$ cat src/hdl/rpls_pkg.sv
// Shared types, register codes and constants of the row projection line segmenter.
`timescale 1ns / 1ps

package rpls_pkg;

  // Frame geometry limits
  localparam int unsigned MaxDim = 4096;
  localparam int unsigned IdxW   = 12;   // row and column index
  localparam int unsigned DimW   = 13;   // configured size, holds MaxDim
  localparam int unsigned CntW   = 13;   // dark count per row, saturates at MaxDim

  // Output field widths
  localparam int unsigned TopW    = 12;
  localparam int unsigned HeightW = 14;

  // Configuration port
  localparam int unsigned CfgIdxW  = 3;
  localparam int unsigned CfgDataW = 13;

  localparam logic [CfgIdxW-1:0] CfgDarkThr  = 3'd0;
  localparam logic [CfgIdxW-1:0] CfgSkipCnt  = 3'd1;
  localparam logic [CfgIdxW-1:0] CfgMinBand  = 3'd2;
  localparam logic [CfgIdxW-1:0] CfgImgWidth = 3'd3;
  localparam logic [CfgIdxW-1:0] CfgImgHgt   = 3'd4;

  // Register reset values
  localparam logic [7:0]      DarkThrRst  = 8'd130;
  localparam logic [11:0]     SkipCntRst  = 12'd92;
  localparam logic [11:0]     MinBandRst  = 12'd15;
  localparam logic [DimW-1:0] ImgWidthRst = 13'd640;
  localparam logic [DimW-1:0] ImgHgtRst   = 13'd480;

  // Result queue depth
  localparam int unsigned ResFifoDepth = 8;

  typedef struct packed {
    logic [7:0]      dark_thr;
    logic [11:0]     skip_cnt;
    logic [11:0]     min_band;
    logic [DimW-1:0] img_width;
    logic [DimW-1:0] img_height;
  } cfg_t;

  typedef struct packed {
    logic [TopW-1:0]           strip_top;
    logic signed [HeightW-1:0] strip_height;
    logic                      frame_final;
    logic                      last_of_run;
  } result_t;

  // Up to two results written to the queue in one cycle
  typedef struct packed {
    logic [1:0] cnt;
    result_t    r0;
    result_t    r1;
  } push_t;

endpackage

$ cat src/hdl/rpls_cfg_regs.sv
// Configuration register file of the row projection line segmenter.
`timescale 1ns / 1ps

module rpls_cfg_regs (
  input  logic                          clk_i,
  input  logic                          rst_ni,
  input  logic                          cfg_valid_i,
  output logic                          cfg_ready_o,
  input  logic [rpls_pkg::CfgIdxW-1:0]  cfg_index_i,
  input  logic [rpls_pkg::CfgDataW-1:0] cfg_data_i,
  output rpls_pkg::cfg_t                cfg_o
);

  rpls_pkg::cfg_t cfg_q, cfg_d;

  // Always take a write request
  assign cfg_ready_o = 1'b1;

  // Decode the register index, drop unknown indexes
  always_comb begin
    cfg_d = cfg_q;
    if (cfg_valid_i) begin
      unique case (cfg_index_i)
        rpls_pkg::CfgDarkThr:  cfg_d.dark_thr   = cfg_data_i[7:0];
        rpls_pkg::CfgSkipCnt:  cfg_d.skip_cnt   = cfg_data_i[11:0];
        rpls_pkg::CfgMinBand:  cfg_d.min_band   = cfg_data_i[11:0];
        rpls_pkg::CfgImgWidth: cfg_d.img_width  = cfg_data_i;
        rpls_pkg::CfgImgHgt:   cfg_d.img_height = cfg_data_i;
        default: ;
      endcase
    end
  end

  always_ff @(posedge clk_i or negedge rst_ni) begin
    if (!rst_ni) begin
      cfg_q.dark_thr   <= rpls_pkg::DarkThrRst;
      cfg_q.skip_cnt   <= rpls_pkg::SkipCntRst;
      cfg_q.min_band   <= rpls_pkg::MinBandRst;
      cfg_q.img_width  <= rpls_pkg::ImgWidthRst;
      cfg_q.img_height <= rpls_pkg::ImgHgtRst;
    end else begin
      cfg_q <= cfg_d;
    end
  end

  assign cfg_o = cfg_q;

endmodule

$ cat src/hdl/rpls_seg_core.sv
// Pixel input register, row projection and band segmentation state machine.
`timescale 1ns / 1ps

module rpls_seg_core (
  input  logic           clk_i,
  input  logic           rst_ni,
  input  rpls_pkg::cfg_t cfg_i,
  input  logic           in_acc_i,
  input  logic [7:0]     pixel_i,
  output logic           pend_o,
  output rpls_pkg::push_t push_o
);

  localparam int unsigned IdxW = rpls_pkg::IdxW;
  localparam int unsigned DimW = rpls_pkg::DimW;
  localparam int unsigned CntW = rpls_pkg::CntW;
  localparam logic [DimW-1:0] MaxDimV = DimW'(rpls_pkg::MaxDim);

  // Input register
  logic       pix_vld_q, pix_vld_d;
  logic [7:0] pix_q, pix_d;

  // Segmentation state
  logic [IdxW-1:0] col_q, col_d, row_q, row_d;
  logic [CntW-1:0] cnt_q, cnt_d;
  logic [IdxW-1:0] bfr_q, bfr_d, blr_q, blr_d;
  logic [IdxW-1:0] frb_q, frb_d, lrb_q, lrb_d;
  logic [IdxW-1:0] ssr_q, ssr_d;
  logic            await_q, await_d, inband_q, inband_d;

  // Working values
  logic [DimW-1:0]        eff_w, eff_h;
  logic [CntW-1:0]        cnt_new;
  logic                   row_end, frame_end, occ, keep_band;
  logic signed [DimW-1:0] band_h;
  logic [DimW-1:0]        sum_mid;
  logic [IdxW-1:0]        mid;
  rpls_pkg::result_t      band_res, fin_res;
  logic                   band_emit;

  // Clamp configured sizes to 1..MaxDim
  always_comb begin
    if (cfg_i.img_width == '0) begin
      eff_w = DimW'(1);
    end else if (cfg_i.img_width > MaxDimV) begin
      eff_w = MaxDimV;
    end else begin
      eff_w = cfg_i.img_width;
    end
    if (cfg_i.img_height == '0) begin
      eff_h = DimW'(1);
    end else if (cfg_i.img_height > MaxDimV) begin
      eff_h = MaxDimV;
    end else begin
      eff_h = cfg_i.img_height;
    end
  end

  // Count dark pixel, detect row and frame end
  assign cnt_new = (pix_q <= cfg_i.dark_thr && cnt_q < CntW'(rpls_pkg::MaxDim))
                   ? cnt_q + CntW'(1) : cnt_q;
  assign row_end   = !(({1'b0, col_q} + DimW'(1)) < eff_w);
  assign frame_end = !(({1'b0, row_q} + DimW'(1)) < eff_h);
  assign occ       = cnt_new > ({1'b0, cfg_i.skip_cnt} + CntW'(1));
  assign band_h    = $signed({1'b0, row_q} - {1'b0, bfr_q});
  assign keep_band = band_h > $signed({1'b0, cfg_i.min_band});

  // Next state and results
  always_comb begin
    pix_vld_d = in_acc_i;
    pix_d     = in_acc_i ? pixel_i : pix_q;
    col_d     = col_q;
    row_d     = row_q;
    cnt_d     = cnt_q;
    bfr_d     = bfr_q;
    blr_d     = blr_q;
    frb_d     = frb_q;
    lrb_d     = lrb_q;
    ssr_d     = ssr_q;
    await_d   = await_q;
    inband_d  = inband_q;
    sum_mid   = '0;
    mid       = '0;
    band_emit = 1'b0;
    band_res  = '0;
    fin_res   = '0;
    push_o    = '0;

    if (pix_vld_q) begin
      if (!row_end) begin
        col_d = col_q + IdxW'(1);
        cnt_d = cnt_new;
      end else begin
        // Band tracking at row end
        if (occ && await_q && !inband_q) begin
          bfr_d    = row_q;
          await_d  = 1'b0;
          inband_d = 1'b1;
        end else if (!occ && inband_q) begin
          if (keep_band) begin
            lrb_d = blr_q;
            blr_d = row_q;
          end else begin
            bfr_d   = frb_q;
            sum_mid = {1'b0, frb_q} + {1'b0, lrb_q};
            ssr_d   = sum_mid[DimW-1:1];
          end
          inband_d = 1'b0;
        end else if (occ && !inband_q && !await_q) begin
          frb_d     = bfr_q;
          bfr_d     = row_q;
          sum_mid   = {1'b0, row_q} + {1'b0, blr_q};
          mid       = sum_mid[DimW-1:1];
          band_emit = 1'b1;
          band_res.strip_top    = ssr_q;
          band_res.strip_height = $signed({2'b00, mid} - {2'b00, ssr_q});
          band_res.frame_final  = 1'b0;
          band_res.last_of_run  = !frame_end;
          ssr_d    = mid;
          inband_d = 1'b1;
        end

        col_d = '0;
        cnt_d = '0;

        if (!frame_end) begin
          row_d = row_q + IdxW'(1);
        end else begin
          // Closing strip, then start the next frame
          fin_res.strip_top    = ssr_d;
          fin_res.strip_height = $signed({1'b0, eff_h} - {2'b00, ssr_d});
          fin_res.frame_final  = 1'b1;
          fin_res.last_of_run  = 1'b1;
          row_d    = '0;
          bfr_d    = '0;
          blr_d    = '0;
          frb_d    = '0;
          lrb_d    = '0;
          ssr_d    = '0;
          await_d  = 1'b1;
          inband_d = 1'b0;
        end

        // Band strip goes first
        if (band_emit && frame_end) begin
          push_o.cnt = 2'd2;
          push_o.r0  = band_res;
          push_o.r1  = fin_res;
        end else if (band_emit) begin
          push_o.cnt = 2'd1;
          push_o.r0  = band_res;
        end else if (frame_end) begin
          push_o.cnt = 2'd1;
          push_o.r0  = fin_res;
        end
      end
    end
  end

  // Pixel payload register
  always_ff @(posedge clk_i) begin
    pix_q <= pix_d;
  end

  always_ff @(posedge clk_i or negedge rst_ni) begin
    if (!rst_ni) begin
      pix_vld_q <= 1'b0;
      col_q     <= '0;
      row_q     <= '0;
      cnt_q     <= '0;
      bfr_q     <= '0;
      blr_q     <= '0;
      frb_q     <= '0;
      lrb_q     <= '0;
      ssr_q     <= '0;
      await_q   <= 1'b1;
      inband_q  <= 1'b0;
    end else begin
      pix_vld_q <= pix_vld_d;
      col_q     <= col_d;
      row_q     <= row_d;
      cnt_q     <= cnt_d;
      bfr_q     <= bfr_d;
      blr_q     <= blr_d;
      frb_q     <= frb_d;
      lrb_q     <= lrb_d;
      ssr_q     <= ssr_d;
      await_q   <= await_d;
      inband_q  <= inband_d;
    end
  end

  assign pend_o = pix_vld_q;

endmodule

$ cat src/hdl/rpls_result_fifo.sv
// Result queue: takes up to two results per cycle, hands out one per request.
`timescale 1ns / 1ps

module rpls_result_fifo #(
  parameter int unsigned Depth = rpls_pkg::ResFifoDepth
) (
  input  logic                       clk_i,
  input  logic                       rst_ni,
  input  rpls_pkg::push_t            push_i,
  input  logic                       pop_i,
  output logic                       valid_o,
  output rpls_pkg::result_t          head_o,
  output logic [$clog2(Depth+1)-1:0] count_o
);

  localparam int unsigned PtrW = $clog2(Depth);
  localparam int unsigned CntW = $clog2(Depth + 1);
  localparam logic [PtrW-1:0] LastPtr = PtrW'(Depth - 1);

  rpls_pkg::result_t mem_q [Depth];

  logic [PtrW-1:0] wr_q, wr_d, rd_q, rd_d, wr1, wr2;
  logic [CntW-1:0] cnt_q, cnt_d;

  // Pointer arithmetic with wrap
  assign wr1 = (wr_q == LastPtr) ? '0 : wr_q + PtrW'(1);
  assign wr2 = (wr1 == LastPtr) ? '0 : wr1 + PtrW'(1);

  always_comb begin
    rd_d = rd_q;
    if (pop_i) begin
      rd_d = (rd_q == LastPtr) ? '0 : rd_q + PtrW'(1);
    end
    case (push_i.cnt)
      2'd1:    wr_d = wr1;
      2'd2:    wr_d = wr2;
      default: wr_d = wr_q;
    endcase
    cnt_d = cnt_q + CntW'(push_i.cnt) - CntW'(pop_i);
  end

  // Store results
  always_ff @(posedge clk_i) begin
    for (int i = 0; i < Depth; i++) begin
      if (push_i.cnt != 2'd0 && wr_q == PtrW'(i)) begin
        mem_q[i] <= push_i.r0;
      end else if (push_i.cnt == 2'd2 && wr1 == PtrW'(i)) begin
        mem_q[i] <= push_i.r1;
      end
    end
  end

  always_ff @(posedge clk_i or negedge rst_ni) begin
    if (!rst_ni) begin
      wr_q  <= '0;
      rd_q  <= '0;
      cnt_q <= '0;
    end else begin
      wr_q  <= wr_d;
      rd_q  <= rd_d;
      cnt_q <= cnt_d;
    end
  end

  assign valid_o = cnt_q != '0;
  assign head_o  = mem_q[rd_q];
  assign count_o = cnt_q;

endmodule

$ cat src/hdl/row_projection_line_segmenter_top.sv
// Top level of the row projection line segmenter.
//
// Pixels enter on in_valid_i / in_stall_o / pixel_i, one 8-bit gray value per
// request, in raster order. Line strips leave on out_valid_o / out_stall_i with
// strip_top_o, strip_height_o (signed), frame_final_o and last_of_run_o.
// A row end may give a band strip; the last row of a frame gives the closing
// strip, so one pixel causes at most two results, band strip first.
// Registers are written on cfg_valid_i / cfg_ready_o (always ready) with
// cfg_index_i and cfg_data_i; indexes above four are ignored.
// Throughput: one pixel per cycle while in_stall_o is low. A result enters
// the queue at the clock edge after the one that takes its pixel. Results queue in an
// eight-entry buffer; input is held off while the queued results, two for the
// pixel in the input register and two for a new pixel would overfill it, so
// only a stalled receiver costs input cycles.
// When the receiver stalls, the head result holds and the queue fills.
// Reset loads the register defaults, empties the queue and starts a new frame
// at row 0, column 0.
`timescale 1ns / 1ps

module row_projection_line_segmenter_top #(
  parameter int unsigned FifoDepth = rpls_pkg::ResFifoDepth
) (
  input  logic                          clk_i,
  input  logic                          rst_ni,
  input  logic                          in_valid_i,
  output logic                          in_stall_o,
  input  logic [7:0]                    pixel_i,
  output logic                          out_valid_o,
  input  logic                          out_stall_i,
  output logic [rpls_pkg::TopW-1:0]     strip_top_o,
  output logic signed [rpls_pkg::HeightW-1:0] strip_height_o,
  output logic                          frame_final_o,
  output logic                          last_of_run_o,
  input  logic                          cfg_valid_i,
  output logic                          cfg_ready_o,
  input  logic [rpls_pkg::CfgIdxW-1:0]  cfg_index_i,
  input  logic [rpls_pkg::CfgDataW-1:0] cfg_data_i
);

  localparam int unsigned FifoCntW = $clog2(FifoDepth + 1);
  localparam int unsigned LoadW    = FifoCntW + 1;

  rpls_pkg::cfg_t    cfg;
  rpls_pkg::push_t   push;
  rpls_pkg::result_t head;
  logic                in_acc, pend, pop;
  logic [FifoCntW-1:0] fifo_cnt;
  logic [LoadW-1:0]    load;

  rpls_cfg_regs u_cfg (
    .clk_i       (clk_i),
    .rst_ni      (rst_ni),
    .cfg_valid_i (cfg_valid_i),
    .cfg_ready_o (cfg_ready_o),
    .cfg_index_i (cfg_index_i),
    .cfg_data_i  (cfg_data_i),
    .cfg_o       (cfg)
  );

  // Hold off input unless the queue can take two more results beyond the two held for a pending pixel
  assign load       = {1'b0, fifo_cnt} + (pend ? LoadW'(2) : LoadW'(0));
  assign in_stall_o = load > LoadW'(FifoDepth - 2);
  assign in_acc     = in_valid_i && !in_stall_o;

  rpls_seg_core u_core (
    .clk_i    (clk_i),
    .rst_ni   (rst_ni),
    .cfg_i    (cfg),
    .in_acc_i (in_acc),
    .pixel_i  (pixel_i),
    .pend_o   (pend),
    .push_o   (push)
  );

  assign pop = out_valid_o && !out_stall_i;

  rpls_result_fifo #(
    .Depth (FifoDepth)
  ) u_fifo (
    .clk_i   (clk_i),
    .rst_ni  (rst_ni),
    .push_i  (push),
    .pop_i   (pop),
    .valid_o (out_valid_o),
    .head_o  (head),
    .count_o (fifo_cnt)
  );

  assign strip_top_o    = head.strip_top;
  assign strip_height_o = head.strip_height;
  assign frame_final_o  = head.frame_final;
  assign last_of_run_o  = head.last_of_run;

`ifndef SYNTHESIS
  // Queue never holds more than its depth
  assert property (@(posedge clk_i) disable iff (!rst_ni)
    fifo_cnt <= FifoCntW'(FifoDepth))
    else $error("result queue overflow");

  // A pixel being processed always finds room for two results
  assert property (@(posedge clk_i) disable iff (!rst_ni)
    pend |-> (fifo_cnt <= FifoCntW'(FifoDepth - 2)))
    else $error("no room for results of pending pixel");

  // First of a result pair is always a band strip
  assert property (@(posedge clk_i) disable iff (!rst_ni)
    (out_valid_o && !last_of_run_o) |-> !frame_final_o)
    else $error("closing strip not last of its run");

  // Nothing is written to the queue without a pending pixel
  assert property (@(posedge clk_i) disable iff (!rst_ni)
    !pend |-> (push.cnt == 2'd0))
    else $error("result written without a pixel");
`endif

endmodule

$ cat config.mk
export PLATFORM = sky130hd
export DESIGN_NAME = row_projection_line_segmenter_top
export DESIGN_NICKNAME = d
export VERILOG_FILES = /design/src/hdl/rpls_pkg.sv /design/src/hdl/rpls_cfg_regs.sv /design/src/hdl/rpls_seg_core.sv /design/src/hdl/rpls_result_fifo.sv /design/src/hdl/row_projection_line_segmenter_top.sv
export SDC_FILE = /design/constraint.sdc
export NUM_CORES = 1
export LEC_CHECK = 0
export BUFFER_PORTS_ARGS = -buffer_cell sky130_fd_sc_hd__buf_2
export CAP_MARGIN = 20
export CORE_UTILIZATION = 57
export CTS_BUF_LIST = sky130_fd_sc_hd__clkbuf_16
export CTS_CLUSTER_DIAMETER = 60
export DETAILED_ROUTE_END_ITERATION = 8
export GPL_ROUTABILITY_DRIVEN = 0
export PLACE_DENSITY = 0.76
export SLEW_MARGIN = 20
export SYNTH_ARGS = -nofsm -noshare
export SYNTH_HDL_FRONTEND = slang
export SYNTH_HIERARCHICAL = 1
export SYNTH_SLANG_ARGS = --single-unit
$ cat constraint.sdc
create_clock -name clk_i -period 10.9 [get_ports clk_i]
set_input_delay 2.18 -clock clk_i [delete_from_list [all_inputs] [get_ports clk_i]]
set_output_delay 2.18 -clock clk_i [all_outputs]
set_load 0.03 [all_outputs]
* Word-level counts from Yosys, hierarchy flattened
Memory sizes are Yosys's and may differ from the RTL's.
Index checks and enable logic that the tools add are counted.
** Cells by class
- Add/subtract/negate cells :: 17
- Multiplexer cells :: 124
- Reduce and logical (&&, ||, !) cells :: 56
- Order comparisons :: 9
- Bitwise logic cells :: 9
- Eq/ne operators :: 29
** Operator list (number)
- 2-to-1 mux 28 bit :: 19
- 2-to-1 mux 12 bit :: 26
- OR reduction 28 bit :: 6
- 2-to-1 mux 58 bit :: 2
- 2-to-1 mux 13 bit :: 6
- 2-to-1 mux 30 bit :: 2
- 2-to-1 mux 1 bit :: 57
- adder 12 x 1 -> 13 bit (second input constant) :: 3
- == test 3 bit (second input constant) :: 10
- 2-to-1 mux 29 bit :: 1
- 2-to-1 mux 3 bit :: 9
- adder 12 x 12 -> 13 bit :: 2
- greater-than comparator 13 bit :: 2
- greater-than comparator 13 bit (second input constant) :: 2
- logical NOT 13 bit :: 2
- < comparator 13 bit :: 2
- subtractor 12 x 12 -> 13 bit :: 2
- logical AND 1 bit :: 25
- adder 12 x 1 -> 12 bit (second input constant) :: 2
- == test 3 x 2 -> 1 bit (second input constant) :: 6
- subtractor 13 x 12 -> 14 bit :: 1
- adder 13 x 1 -> 13 bit (second input constant) :: 1
- < comparator 13 bit (second input constant) :: 1
- AND reduction 2 bit :: 6
- 23 further kinds :: 49
** Storage, ports and cells
- Bits of input ports :: 29
- Memories :: 1
- RAM bits :: 224
- Flip-flop bits (word level) :: 176
** Memories
- u_fifo.mem_q :: depth 8, bits a word 28, rd ports 1, clocked after memory_dff 0, wr ports 2, line rpls_result_fifo.sv:20 : rpls_pkg::result_t mem_q [Depth];

* Logic depth before layout (Yosys ltp)
- Depth after elaboration :: 28
- Gate-level depth with buffers :: 34
- Gate-level depth less buffers :: 32

* Hierarchy
Netlist, hierarchy kept.
** Modules (own cells, without submodules)
- rpls_result_fifo :: cells each 1636, seq. area each 6976.7 µm², area an instance 17744.5 µm², instances 1
- rpls_seg_core :: cells each 1182, seq. area each 2743.9 µm², area an instance 9883.2 µm², instances 1
- rpls_cfg_regs :: cells each 127, seq. area each 1471.4 µm², area an instance 2248.4 µm², instances 1
- row_projection_line_segmenter_top :: cells each 9, seq. area each 0.0 µm², area an instance 67.6 µm², instances 1

* Least setup slack after synthesis
OpenSTA, ideal clock, no wires.
- Path type :: reg-to-reg
- Start :: reg u_cfg.cfg_q (netlist bit u_cfg/cfg_o[51])
- End :: mem u_fifo/mem_q[7][0] in the netlist's numbering, enable pin
- Setup slack :: 3.181 ns
- Period minus slack after synthesis :: 7.719 ns
- Arrival :: 7.267 ns
- Setup time :: 0.452 ns
- Required time :: 10.448 ns
- Cell stages (with the launch flop) :: 29
- Path through :: dfstp_2 > inv_1 > ha_1 > nor2b_1 > o21a_1 > o21a_1 > o21bai_1 > a21oi_1 > clkbuf_1 > nor4_1 > xor2_1 > ha_1 > and4_1 > nand3_1 > a211oi_1 > o31ai_2 > nor3_1 > buf_4 > clkbuf_1 > ha_1 > clkbuf_1 > nand3_1 > inv_1 > inv_1 > ha_1 > buf_4 > buf_4 > clkbuf_1 > o21ai_0
** RTL lines
- start: declaration :: line rpls_cfg_regs.sv:14 : rpls_pkg::cfg_t cfg_q, cfg_d;
- start signal: assignment :: line rpls_cfg_regs.sv:42 : cfg_q <= cfg_d;
- end: declaration :: line rpls_result_fifo.sv:20

==> out/metrics.yaml <==
status: "finished, final reports clean"
yosysWarnings: 6
tightestPinTransition_ps: 1180
cts_setup_buffers: 0
setup_viol: 0
powerDensity_nw_per_um2: 157
diodes: 0
fin_nets: 2988
ctsResizeCount: 0
rrSetupSlack_ps: 2270
maxSlewViolCount: 0
synth.area.top_cells: "edfxtp_1 23%, dfrtp_1 13%, ha_1 5.8%"
grt_pass1_wl_um: 144000
fmax_ghz: 0.116
clock-root-buffer: "clkbuf_16"
syn-mean-instance-area_um2: 10.1
yosysUniqueCellTypes: 92
drt-total-wl_um: 93500
ir_drop_mv: 0.149
ys.flop_type: "edfxtp_1"
pin_count: 60
start_util: 0.580
syn_area_um2: 29900
synth.yosys.seq_area_share: 0.374
maxCapViolCount: 0
cts_buffers: 47
clkTransAtPathRegs_ps: 60
drt-initial-drc-count: 4082
num_rows: 83
grt_pass1_vias: 25000
utilization: 0.616
drive_gt1_frac: 0.170
yosysTopAreaCell: "edfxtp_1"
drc: 0
power.leakage_nw: 12.5
cp_data_arrival_time_ps: 9060
cts_tree: "built"
rsz0062_at_grt: "no"
ctsHtreeMaxLevel: 2
hold_path.class: "register to register"
critPathCaptureType: "register"
vias: 25400
insertion_delay_ps: 620
critical_path_class: "register to register"
antenna_found_initial: 0
critPathSlowestCell: "o32a_1"
r2r_start: "u_cfg/cfg_o[51]"
grt-ovfl-total: 0
crit_fanout: 15
cts.sinks: 400
async_flop_share: 0.420
fin_tns_setup_ps: 0
cts.path.max_buffers: 3
hold_viol_final: 0
dp_hpwl_um: 58200
drtAntennaViolNets: 0
routed_via_density: 7.20
startpoint_type: "register"
synth_nets: 3129
dieArea_um2: 53500
portBuffers: 58
fin_crit_sh: 0.792
min_period_ps: 8630
area_delta_synth_final_pct: 6.26
hold_depth: 2
reg2reg_depth: 28
cts_hold_buf: 0
synth_edf_count: 232
ys_top_cells_by_count: "232 x edfxtp_1, 232 x nand2_1, 182 x clkbuf_1"
die_x_um: 231
grt_max_degree: 112
r2r_end: "u_fifo/mem_q[2][15]"
max_stage_delay_ps: 850
skew_ps: 27.4
track_usage: 0.345
ys_seq_elements: 400
first_pass_iters: 7
hold_start: "u_core/bfr_q[10]"
relSlewSlack: 0.214
wl_per_cell_um: 26.5
yosysTopAreaCellShare: 0.233
worstHoldEndpoint: "u_core/bfr_q[10]"
synthCells: 2954
cp.required_ps: 11330
core_area_um2: 51600
die_h_um: 231
final cells by class:
class                      count  area, um2
fill                        4088      19800
sequential                   400      11200
inverter                     125        469
timing repair buffer         103        634
multi-input combinational   2136      17100
clock inverter                40        329
clock buffer                  48       1200
tap                          680        851
critical path: cells and delay by family, from the launching register on:
family / cells / cell delay [ps]
buffers and inverters: 1 / 40
AO/OA/AOI/OAI: 15 / 4770
XOR/XNOR: 1 / 170
adder cells (fa/ha/maj): 3 / 910
AND/OR/NAND/NOR: 8 / 2000
flip-flops: 1 / 530
how the worst max path moves through the flow:
stage | from | to | slack (ps) | cells past startpoint
after floorplan | u_cfg/cfg_o[51] | u_fifo/mem_q[7][0] | 3180 | 28
after detailed placement | u_cfg/cfg_o[51] | u_fifo/mem_q[3][14] | 2500 | 29
after global placement | u_cfg/cfg_o[51] | u_fifo/mem_q[0][15] | 2810 | 28
final | u_cfg/cfg_o[51] | u_fifo/mem_q[2][15] | 2270 | 28
after CTS | u_cfg/cfg_o[51] | u_fifo/mem_q[2][15] | 2430 | 28
after global routing | u_cfg/cfg_o[51] | u_fifo/mem_q[3][13] | 1700 | 29
logic make-up after synthesis:
logic type / count (synthesis) / synth area share
and+or+nand+nor: 945 / 0.183
AOI/OAI and AO/OA: 784 / 0.209
buffers and inverters: 418 / 0.0611
DFF: 400 / 0.374
muxes: 172 / 0.0847
adders and majority gates: 146 / 0.0625
xor gates and xnor gates: 88 / 0.0257
other: 1 / 0.000125
cells in the final DEF (no fill, tap or decap), drive strengths merged, types with 45 or more instances in the layout:
cell	count
and3b	56
a32oi	59
mux4	56
and3	86
edfxtp	232
inv	138
nor4	69
nor4bb	46
xnor2	45
o21ai	99
a2111oi	59
nand2	232
dfrtp	151
a21oi	97
a21boi	115
mux2	91
nor2	104
o31ai	103
buf	103
clkbuf	48
o211ai	87
nand3	123
ha	140
metrics by stage:
step                      cells  instance area (um2)  total power, mW  hold WS [ps]  setup slack (ps)
after floorplan            2954                29900             2.95           449              3180
after global routing       3532                31800             5.20           506              1700
final                      3532                31800             5.00           481              2270
after CTS                  3532                31800             4.99           484              2430
after global placement     3444                30300             3.39           465              2810
after detailed placement   3444                30300             3.43           471              2500
metal layers:
metal,vias to the layer above,GRT usage,wire length [um]
met5,-,0,0
li1,11000,-,-
met3,467,0.0766,10900
met2,1804,0.538,42000
met1,12100,0.444,34800
met4,0,0.200,5780
where the power goes:
group          total, mW  internal, mW  switching [mW]
logic               1.60         0.621           0.980
registers           1.84          1.70           0.136
clock network       1.56         0.883           0.675
sequential cells by signal, indices dropped and copies added (netlist names):
signal	cells
u_fifo/rd_q	3
u_core/blr_q	12
u_core/bfr_q	12
u_core/pix_q	8
u_core/pend_o	1
u_fifo/count_o	4
u_cfg/cfg_o	58
u_core/ssr_q	12
u_fifo/wr_q	3
u_fifo/mem_q	224
u_core/frb_q	12
u_core/lrb_q	12
u_core/inband_q	1
u_core/await_q	1
u_core/col_q	12
u_core/row_q	12
u_core/cnt_q	13
(Power assumes the default switching activity.)
